File: src/dwr_pkg.sv
// shared types, constants and ring helpers for the deque with reverse
package dwr_pkg;

  localparam int CAPACITY   = 16;
  localparam int VALUE_BITS = 32;
  localparam int PTR_W      = (CAPACITY > 1) ? $clog2(CAPACITY) : 1;
  localparam int CNT_W      = $clog2(CAPACITY + 1);
  localparam int WORD_W     = 32;
  localparam int COUNT_W    = 5;
  localparam int IN_W       = 40;
  localparam int OUT_W      = 72;

  typedef logic [PTR_W-1:0]      ptr_t;
  typedef logic [CNT_W-1:0]      cnt_t;
  typedef logic [VALUE_BITS-1:0] value_t;

  typedef enum logic [2:0] {
    OP_PUSH_FRONT = 3'd0,
    OP_PUSH_BACK  = 3'd1,
    OP_POP_FRONT  = 3'd2,
    OP_POP_BACK   = 3'd3,
    OP_REVERSE    = 3'd4,
    OP_PEEK       = 3'd5
  } op_t;

  typedef enum logic [1:0] {
    ST_DONE  = 2'd0,
    ST_EMPTY = 2'd1,
    ST_FULL  = 2'd2
  } status_t;

  typedef enum logic [2:0] {
    K_PUSH,
    K_POP,
    K_REVERSE,
    K_PEEK,
    K_NONE
  } kind_t;

  typedef enum logic [1:0] {
    B_EXEC,
    B_READ,
    B_RESP
  } back_state_t;

  typedef struct packed {
    kind_t  kind;
    logic   at_front;
    value_t value;
  } cmd_t;

  typedef struct packed {
    logic                is_empty;
    logic [COUNT_W-1:0]  entry_count;
    logic [WORD_W-1:0]   back_value;
    logic [WORD_W-1:0]   front_value;
    status_t             status;
  } res_t;

  function automatic ptr_t ring_add(ptr_t base, ptr_t off);
    logic [PTR_W:0] s;
    s = {1'b0, base} + {1'b0, off};
    if (s >= (PTR_W + 1)'(CAPACITY)) s = s - (PTR_W + 1)'(CAPACITY);
    return s[PTR_W-1:0];
  endfunction

  function automatic ptr_t ring_dec(ptr_t base);
    ptr_t r;
    if (base == '0) r = PTR_W'(CAPACITY - 1);
    else r = base - 1'b1;
    return r;
  endfunction

endpackage

File: src/dwr_cmd_queue.sv
// two-entry command queue between the front and back parts
module dwr_cmd_queue (
  input  logic            clk,
  input  logic            rst,
  input  logic            in_valid,
  output logic            in_ready,
  input  dwr_pkg::cmd_t   in_cmd,
  output logic            out_valid,
  input  logic            out_ready,
  output dwr_pkg::cmd_t   out_cmd
);

  dwr_pkg::cmd_t slots [2];
  logic          wr_ptr;
  logic          rd_ptr;
  logic [1:0]    fill;
  logic          do_wr;
  logic          do_rd;

  assign in_ready  = (fill != 2'd2);
  assign out_valid = (fill != 2'd0);
  assign out_cmd   = slots[rd_ptr];
  assign do_wr     = in_valid && in_ready;
  assign do_rd     = out_valid && out_ready;

  always_ff @(posedge clk) begin
    if (rst) begin
      wr_ptr <= 1'b0;
      rd_ptr <= 1'b0;
      fill   <= 2'd0;
    end else begin
      if (do_wr) wr_ptr <= ~wr_ptr;
      if (do_rd) rd_ptr <= ~rd_ptr;
      if (do_wr && !do_rd) fill <= fill + 2'd1;
      else if (do_rd && !do_wr) fill <= fill - 2'd1;
    end
  end

  always_ff @(posedge clk) begin
    if (do_wr) slots[wr_ptr] <= in_cmd;
  end

endmodule

File: src/dwr_front.sv
// front part: takes input words, classifies the operation, queues commands
module dwr_front (
  input  logic                clk,
  input  logic                rst,
  input  logic                in_valid,
  output logic                in_ready,
  input  logic [2:0]          operation,
  input  logic [31:0]         push_value,
  output logic                cmd_valid,
  input  logic                cmd_ready,
  output dwr_pkg::cmd_t       cmd
);

  dwr_pkg::cmd_t dec;

  always_comb begin
    dec.value    = dwr_pkg::VALUE_BITS'(push_value);
    dec.at_front = 1'b0;
    dec.kind     = dwr_pkg::K_NONE;
    case (operation)
      dwr_pkg::OP_PUSH_FRONT: begin
        dec.kind     = dwr_pkg::K_PUSH;
        dec.at_front = 1'b1;
      end
      dwr_pkg::OP_PUSH_BACK: begin
        dec.kind = dwr_pkg::K_PUSH;
      end
      dwr_pkg::OP_POP_FRONT: begin
        dec.kind     = dwr_pkg::K_POP;
        dec.at_front = 1'b1;
      end
      dwr_pkg::OP_POP_BACK: begin
        dec.kind = dwr_pkg::K_POP;
      end
      dwr_pkg::OP_REVERSE: begin
        dec.kind = dwr_pkg::K_REVERSE;
      end
      dwr_pkg::OP_PEEK: begin
        dec.kind = dwr_pkg::K_PEEK;
      end
      default: begin
        dec.kind = dwr_pkg::K_NONE;
      end
    endcase
  end

  dwr_cmd_queue u_queue (
    .clk       (clk),
    .rst       (rst),
    .in_valid  (in_valid),
    .in_ready  (in_ready),
    .in_cmd    (dec),
    .out_valid (cmd_valid),
    .out_ready (cmd_ready),
    .out_cmd   (cmd)
  );

endmodule

File: src/dwr_back.sv
// back part: ring store, pointer update, end reads and result register
module dwr_back (
  input  logic            clk,
  input  logic            rst,
  input  logic            cmd_valid,
  output logic            cmd_ready,
  input  dwr_pkg::cmd_t   cmd,
  output logic            res_valid,
  input  logic            res_ready,
  output dwr_pkg::res_t   res
);

  dwr_pkg::value_t      store [dwr_pkg::CAPACITY];
  dwr_pkg::back_state_t state;
  dwr_pkg::back_state_t state_next;
  dwr_pkg::ptr_t        head;
  dwr_pkg::ptr_t        head_next;
  dwr_pkg::cnt_t        count;
  dwr_pkg::cnt_t        count_next;
  logic                 rev;
  logic                 rev_next;
  dwr_pkg::status_t     status;
  dwr_pkg::status_t     status_next;
  logic                 wr_en;
  dwr_pkg::ptr_t        wr_addr;
  dwr_pkg::value_t      rd_lo;
  dwr_pkg::value_t      rd_hi;
  dwr_pkg::ptr_t        hi_off;
  dwr_pkg::ptr_t        hi_addr;
  logic                 is_empty;
  logic                 is_full;
  logic                 at_low;
  logic                 load_out;
  logic [dwr_pkg::WORD_W-1:0] lo_word;
  logic [dwr_pkg::WORD_W-1:0] hi_word;

  assign is_empty = (count == '0);
  assign is_full  = (count == dwr_pkg::CNT_W'(dwr_pkg::CAPACITY));
  assign at_low   = cmd.at_front ^ rev;
  assign hi_off   = is_empty ? '0 : dwr_pkg::PTR_W'(count - 1'b1);
  assign hi_addr  = dwr_pkg::ring_add(head, hi_off);

  // next state
  always_comb begin
    state_next = state;
    case (state)
      dwr_pkg::B_EXEC: if (cmd_valid) state_next = dwr_pkg::B_READ;
      dwr_pkg::B_READ: state_next = dwr_pkg::B_RESP;
      dwr_pkg::B_RESP: if (!res_valid || res_ready) state_next = dwr_pkg::B_EXEC;
      default:         state_next = dwr_pkg::B_EXEC;
    endcase
  end

  // outputs
  always_comb begin
    cmd_ready = (state == dwr_pkg::B_EXEC);
    load_out  = (state == dwr_pkg::B_RESP) && (!res_valid || res_ready);
  end

  // operation on the ring
  always_comb begin
    head_next   = head;
    count_next  = count;
    rev_next    = rev;
    status_next = status;
    wr_en       = 1'b0;
    wr_addr     = dwr_pkg::ring_add(head, dwr_pkg::PTR_W'(count));
    if (state == dwr_pkg::B_EXEC && cmd_valid) begin
      status_next = dwr_pkg::ST_DONE;
      case (cmd.kind)
        dwr_pkg::K_PUSH: begin
          if (is_full) begin
            status_next = dwr_pkg::ST_FULL;
          end else begin
            wr_en      = 1'b1;
            count_next = count + 1'b1;
            if (at_low) begin
              head_next = dwr_pkg::ring_dec(head);
              wr_addr   = dwr_pkg::ring_dec(head);
            end
          end
        end
        dwr_pkg::K_POP: begin
          if (is_empty) begin
            status_next = dwr_pkg::ST_EMPTY;
          end else begin
            count_next = count - 1'b1;
            if (at_low) head_next = dwr_pkg::ring_add(head, dwr_pkg::PTR_W'(1));
          end
        end
        dwr_pkg::K_REVERSE: begin
          if (is_empty) status_next = dwr_pkg::ST_EMPTY;
          else rev_next = ~rev;
        end
        dwr_pkg::K_PEEK: begin
          if (is_empty) status_next = dwr_pkg::ST_EMPTY;
        end
        default: begin
          status_next = dwr_pkg::ST_DONE;
        end
      endcase
    end
  end

  always_ff @(posedge clk) begin
    if (rst) begin
      state <= dwr_pkg::B_EXEC;
      head  <= '0;
      count <= '0;
      rev   <= 1'b0;
    end else begin
      state <= state_next;
      head  <= head_next;
      count <= count_next;
      rev   <= rev_next;
    end
  end

  always_ff @(posedge clk) begin
    status <= status_next;
  end

  // ring store: one write port, two registered read ports
  always_ff @(posedge clk) begin
    if (wr_en) store[wr_addr] <= cmd.value;
    if (state == dwr_pkg::B_READ) begin
      rd_lo <= store[head];
      rd_hi <= store[hi_addr];
    end
  end

  assign lo_word = is_empty ? '0 : dwr_pkg::WORD_W'(rd_lo);
  assign hi_word = is_empty ? '0 : dwr_pkg::WORD_W'(rd_hi);

  always_ff @(posedge clk) begin
    if (rst) begin
      res_valid <= 1'b0;
    end else if (load_out) begin
      res_valid <= 1'b1;
    end else if (res_ready) begin
      res_valid <= 1'b0;
    end
  end

  always_ff @(posedge clk) begin
    if (load_out) begin
      res.status      <= status;
      res.front_value <= rev ? hi_word : lo_word;
      res.back_value  <= rev ? lo_word : hi_word;
      res.entry_count <= dwr_pkg::COUNT_W'(count);
      res.is_empty    <= is_empty;
    end
  end

endmodule

File: src/deque_with_reverse.sv
// top level of the deque with reverse
// the back part takes one command at a time through its execute, store read and
//   result load states; a 2-entry command queue lets the input run ahead
// reset clears head, count, direction flag, command queue and result valid flag;
//   the ring store and result data are not cleared
module deque_with_reverse (
  input  logic                        clk,
  input  logic                        rst,
  input  logic                        s_axis_tvalid,
  output logic                        s_axis_tready,
  // operation[2:0], push_value[34:3], zero[39:35]
  input  logic [dwr_pkg::IN_W-1:0]    s_axis_tdata,
  output logic                        m_axis_tvalid,
  input  logic                        m_axis_tready,
  // status[1:0], front_value[33:2], back_value[65:34], entry_count[70:66], is_empty[71]
  output logic [dwr_pkg::OUT_W-1:0]   m_axis_tdata
);

  logic          cmd_valid;
  logic          cmd_ready;
  dwr_pkg::cmd_t cmd;
  dwr_pkg::res_t res;

  dwr_front u_front (
    .clk        (clk),
    .rst        (rst),
    .in_valid   (s_axis_tvalid),
    .in_ready   (s_axis_tready),
    .operation  (s_axis_tdata[2:0]),
    .push_value (s_axis_tdata[34:3]),
    .cmd_valid  (cmd_valid),
    .cmd_ready  (cmd_ready),
    .cmd        (cmd)
  );

  dwr_back u_back (
    .clk       (clk),
    .rst       (rst),
    .cmd_valid (cmd_valid),
    .cmd_ready (cmd_ready),
    .cmd       (cmd),
    .res_valid (m_axis_tvalid),
    .res_ready (m_axis_tready),
    .res       (res)
  );

  assign m_axis_tdata = res;

  a_empty_zero: assert property (@(posedge clk) disable iff (rst)
    m_axis_tvalid && res.is_empty |->
      res.front_value == '0 && res.back_value == '0 && res.entry_count == '0)
    else $error("empty result carries values");

  a_count_bound: assert property (@(posedge clk) disable iff (rst)
    m_axis_tvalid |-> res.entry_count <= dwr_pkg::COUNT_W'(dwr_pkg::CAPACITY))
    else $error("entry count above capacity");

  a_full_status: assert property (@(posedge clk) disable iff (rst)
    m_axis_tvalid && res.status == dwr_pkg::ST_FULL |->
      res.entry_count == dwr_pkg::COUNT_W'(dwr_pkg::CAPACITY))
    else $error("full status without a full queue");

  a_empty_status: assert property (@(posedge clk) disable iff (rst)
    m_axis_tvalid && res.status == dwr_pkg::ST_EMPTY |-> res.is_empty)
    else $error("empty status on a non-empty queue");

endmodule

File: config.mk
export PLATFORM = sky130hd
export DESIGN_NAME = deque_with_reverse
export DESIGN_NICKNAME = d
export VERILOG_FILES = /design/src/dwr_pkg.sv /design/src/dwr_cmd_queue.sv /design/src/dwr_front.sv /design/src/dwr_back.sv /design/src/deque_with_reverse.sv
export SDC_FILE = /design/constraint.sdc
export NUM_CORES = 1
export LEC_CHECK = 0
export BUFFER_PORTS_ARGS = -buffer_cell sky130_fd_sc_hd__buf_2
export CAP_MARGIN = 5
export CELL_PAD_IN_SITES_DETAIL_PLACEMENT = 1
export CELL_PAD_IN_SITES_GLOBAL_PLACEMENT = 2
export CORE_ASPECT_RATIO = 0.6
export CORE_UTILIZATION = 30
export CTS_CLUSTER_DIAMETER = 120
export CTS_CLUSTER_SIZE = 30
export DETAILED_ROUTE_END_ITERATION = 10
export GPL_TIMING_DRIVEN = 0
export PLACE_DENSITY = 0.6
export SLEW_MARGIN = 0
export SYNTH_ARGS = -nofsm -noshare
export SYNTH_HDL_FRONTEND = slang
export SYNTH_SLANG_ARGS = --single-unit
export TNS_END_PERCENT = 30
File: constraint.sdc
create_clock -name clk -period 7.25 [get_ports clk]
set_clock_uncertainty 0.2 [all_clocks]
set_input_delay 1.45 -clock clk [delete_from_list [all_inputs] [get_ports clk]]
set_output_delay 1.45 -clock clk [all_outputs]
set_load 0.01 [all_outputs]
==> results.md <==
* Dominant cell by count in the synthesized netlist: edfxtp_1
* CTS Root Cell: clkbuf_16
* Worst hold margin at 0.2517 ns
* GRT Total Usage at 18.71%
* # resized after CTS at 0
* Post-layout minimum cycle time at 6.311 ns
* Final period util at 87.04%
* FP Rows at 93
* Share of post-route cells with drive strength above 1 at 30.33%
* Setup bufs post-CTS at 0
* Ys async rst share at 0%
* Final net count at 1923
* RSZ-0062 raised after global routing: false
* CTS Buf Count at 28
* Slew Viols, Final at 0
* Syn avg cell area at 19.45 sq um
* Die ar. at 111300 sq um
* Final core occ at 34.00%
* DRC viols at 0
* H-tree levels at 1
* CTS Sinks at 740
* Clk Latency, worst-skew pair at 0.66 ns
* Setup crit start: u_back.count[0]
* Vias in the first global route at 19450
* Critical Path AT at 6.52 ns
* Slew headroom at 5.616%
* Sum Neg Setup Slack at 0 ns
* Initial core utilization at 30.50%
* Slew of the pin with the lowest slew margin at 1.416 ns
* Outcome: finished, final reports clean
* Initial antenna violation count at 0
* Largest cells by area after synthesis: edfxtp_1, mux4_2, mux2i_1, o22a_1, nor2_1
* Combinational cell fraction of total power at 43.4%
* Max clock buf depth at 3
* Global-route wire length before repair at 147900 um
* Worst Path Max Fanout at 10
* Final hold violations at 0
* Design area at 36760 sq um
* PortBufs at 112
* # IOs at 118
* Top_reg_cell synth: edfxtp_1
* CTS tree: done
* Inst Count DP at 3256
* Post-DP HPWL at 71870 um
* Hold Crit Start: u_back.status[0]
* Yosys top cell by area: edfxtp_1
* GRT overflow at 0
* Yosys Warn Count at 0
* Distinct cell type count after synthesis at 56
* Leakage at 10.67 nW
* Worst Setup Start Kind: register
* Critical R2R Launch: u_back.count[0]
* Number of max-cap violations at 0
* Most common library cells after synthesis: edfxtp_1, mux4_2, nor2_1
* Register share of total power at 41.3%
* Hold crit path type: reg -> reg
* Pre-CTS setup slack at 0.9931 ns
* Non-Filler Instances at 3304
* Net count after synthesis at 1753
* DRT antenna net count at 0
* Area fraction of the dominant cell type after synthesis at 65.76%
* Int Power at 8.360 mW
* # setup viols final at 0
* Die X at 430.0 um
* Core footprint at 108100 sq um
* Pwr Total at 13.60 mW
* Die Ht at 258.8 um
* Clk slew on worst S/H paths at 0.12 ns
* Synthesized area at 32970 sq um
* Sw Ratio at 38.53%
* Vias/cell at 5.578
* Sw Pwr at 5.241 mW
* EDFF count, synth at 722
* Max VDD drop at 0.0002322 V
* CP endpoint kind: register
* Register bit total from synthesis at 740
* Hold_buf cts at 0
* Final wirelength at 105000 um
* Sequential share of the synthesized area at 66.85%
* GP Congestion at 0.7780
* Power per cell area at 370.0 nW/um^2
* Peak Freq at 158.5 MHz
* Initial DRT Pass Iterations at 5
* Final setup margin at 0.9393 ns
* Kind of critical path: reg -> reg
* Routed WL per cell at 31.78 um
* Post-Synthesis Cells at 1695
* Placed cell area at 35950 sq um
* 1st-iter DRT viols at 1958
* Largest net degree at the start of global routing at 37
* Clk pwr share at 15.3%
* Layout area overhead at 11.49%
* Via count at 18430
* CP required at 7.46 ns
-- critical path, cell delays in order, from the launching register on --
cell and delay, ns:
dfxtp_1 0.46, inv_1 0.19, ha_1 0.23, nand2b_1 0.09, or3_4 0.37, clkinv_2 0.16
clkbuf_1 0.54, nor2_1 0.12, ha_1 0.25, fa_1 0.54, clkbuf_1 0.83, clkbuf_1 1.03
mux4_2 0.43, o22a_1 0.14, o21ai_0 0.08, o22ai_1 0.41
-- final cells by class --
| class | instances | area (sq um) |
|---|---|---|
| diodes | 3 | 7.507 |
| plain buffers | 122 | 521.8 |
| clock buffers | 39 | 763.2 |
| clock inverters | 2 | 13.76 |
| fillers | 10780 | 71340 |
| inverters | 9 | 35.03 |
| multi-input cells | 824 | 10520 |
| flip-flops and latches | 740 | 22040 |
| well taps | 1425 | 1783 |
| repair buffers | 140 | 1071 |
-- worst paths after layout --
check | slack, ns | to | cells after the start
max | 0.94 | u_back.rd_hi[1] | 15
min | 0.25 | u_back.res[0] | 0
max reg2reg | 0.94 | u_back.rd_hi[1] | 15
min reg2reg | 0.25 | u_back.res[0] | 0
-- cells in the final DEF (no fill, tap or decap), types with 8 or more instances in the layout --
cell type | netlist | final
edfxtp_1 | 722 | 722
mux4_2 | 288 | 288
buf_2 | 38 | 151
nor2_1 | 110 | 93
clkbuf_1 | 64 | 73
o21ai_0 | 73 | 73
mux2i_1 | 71 | 71
o22a_1 | 65 | 65
mux2_2 | 34 | 34
o221ai_1 | 33 | 33
o22ai_1 | 32 | 32
clkbuf_16 | 0 | 29
buf_12 | 0 | 21
dfxtp_1 | 18 | 18
buf_1 | 17 | 17
nor2_4 | 0 | 17
xnor2_1 | 12 | 12
ha_1 | 12 | 12
a21oi_1 | 9 | 9
inv_1 | 8 | 8
-- registers in the layout (all words and copies together), names as in the netlist, named ones only --
register / count
u_back.state: 2
u_front.u_queue.slots: 72
u_back.count: 5
u_back.rd_lo: 32
u_front.u_queue.rd_ptr: 1
u_front.u_queue.fill: 2
u_front.u_queue.wr_ptr: 1
u_back.rd_hi: 32
u_back.rev: 1
u_back.head: 4
u_back.res: 72
u_back.res_valid: 1
u_back.status: 2
u_back.store: 512
-- cell families after synthesis --
logic type / Yosys count / synth area share [%]
AOI/OAI and AO/OA: 231 / 4.911
xor gates and xnor gates: 19 / 0.5047
adders and majority gates: 14 / 0.5768
buffers and inverters: 131 / 1.685
DFF: 740 / 66.85
muxes: 395 / 23.08
and+or+nand+nor: 165 / 2.391
-- layer usage --
layer,track usage (%),up-vias,share of wire (%)
met5,0,-,0
met4,2.609,0,1.4
met3,3.253,78,6.4
met2,29.09,676,45
met1,27.97,10180,47
li1,-,7502,-
-- power groups by stage --
stage / sequential [mW] / clock (mW) / combinational, mW
finish: 5.62 / 2.09 / 5.90
CTS: 5.62 / 2.15 / 5.93
detailed placement: 5.72 / 0 / 5.91
floorplan: 5.71 / 0 / 3.54
global placement: 5.75 / 0 / 5.68
global route: 5.65 / 2.25 / 6.24
No activity file was read; power rests on OpenSTA's default activity.
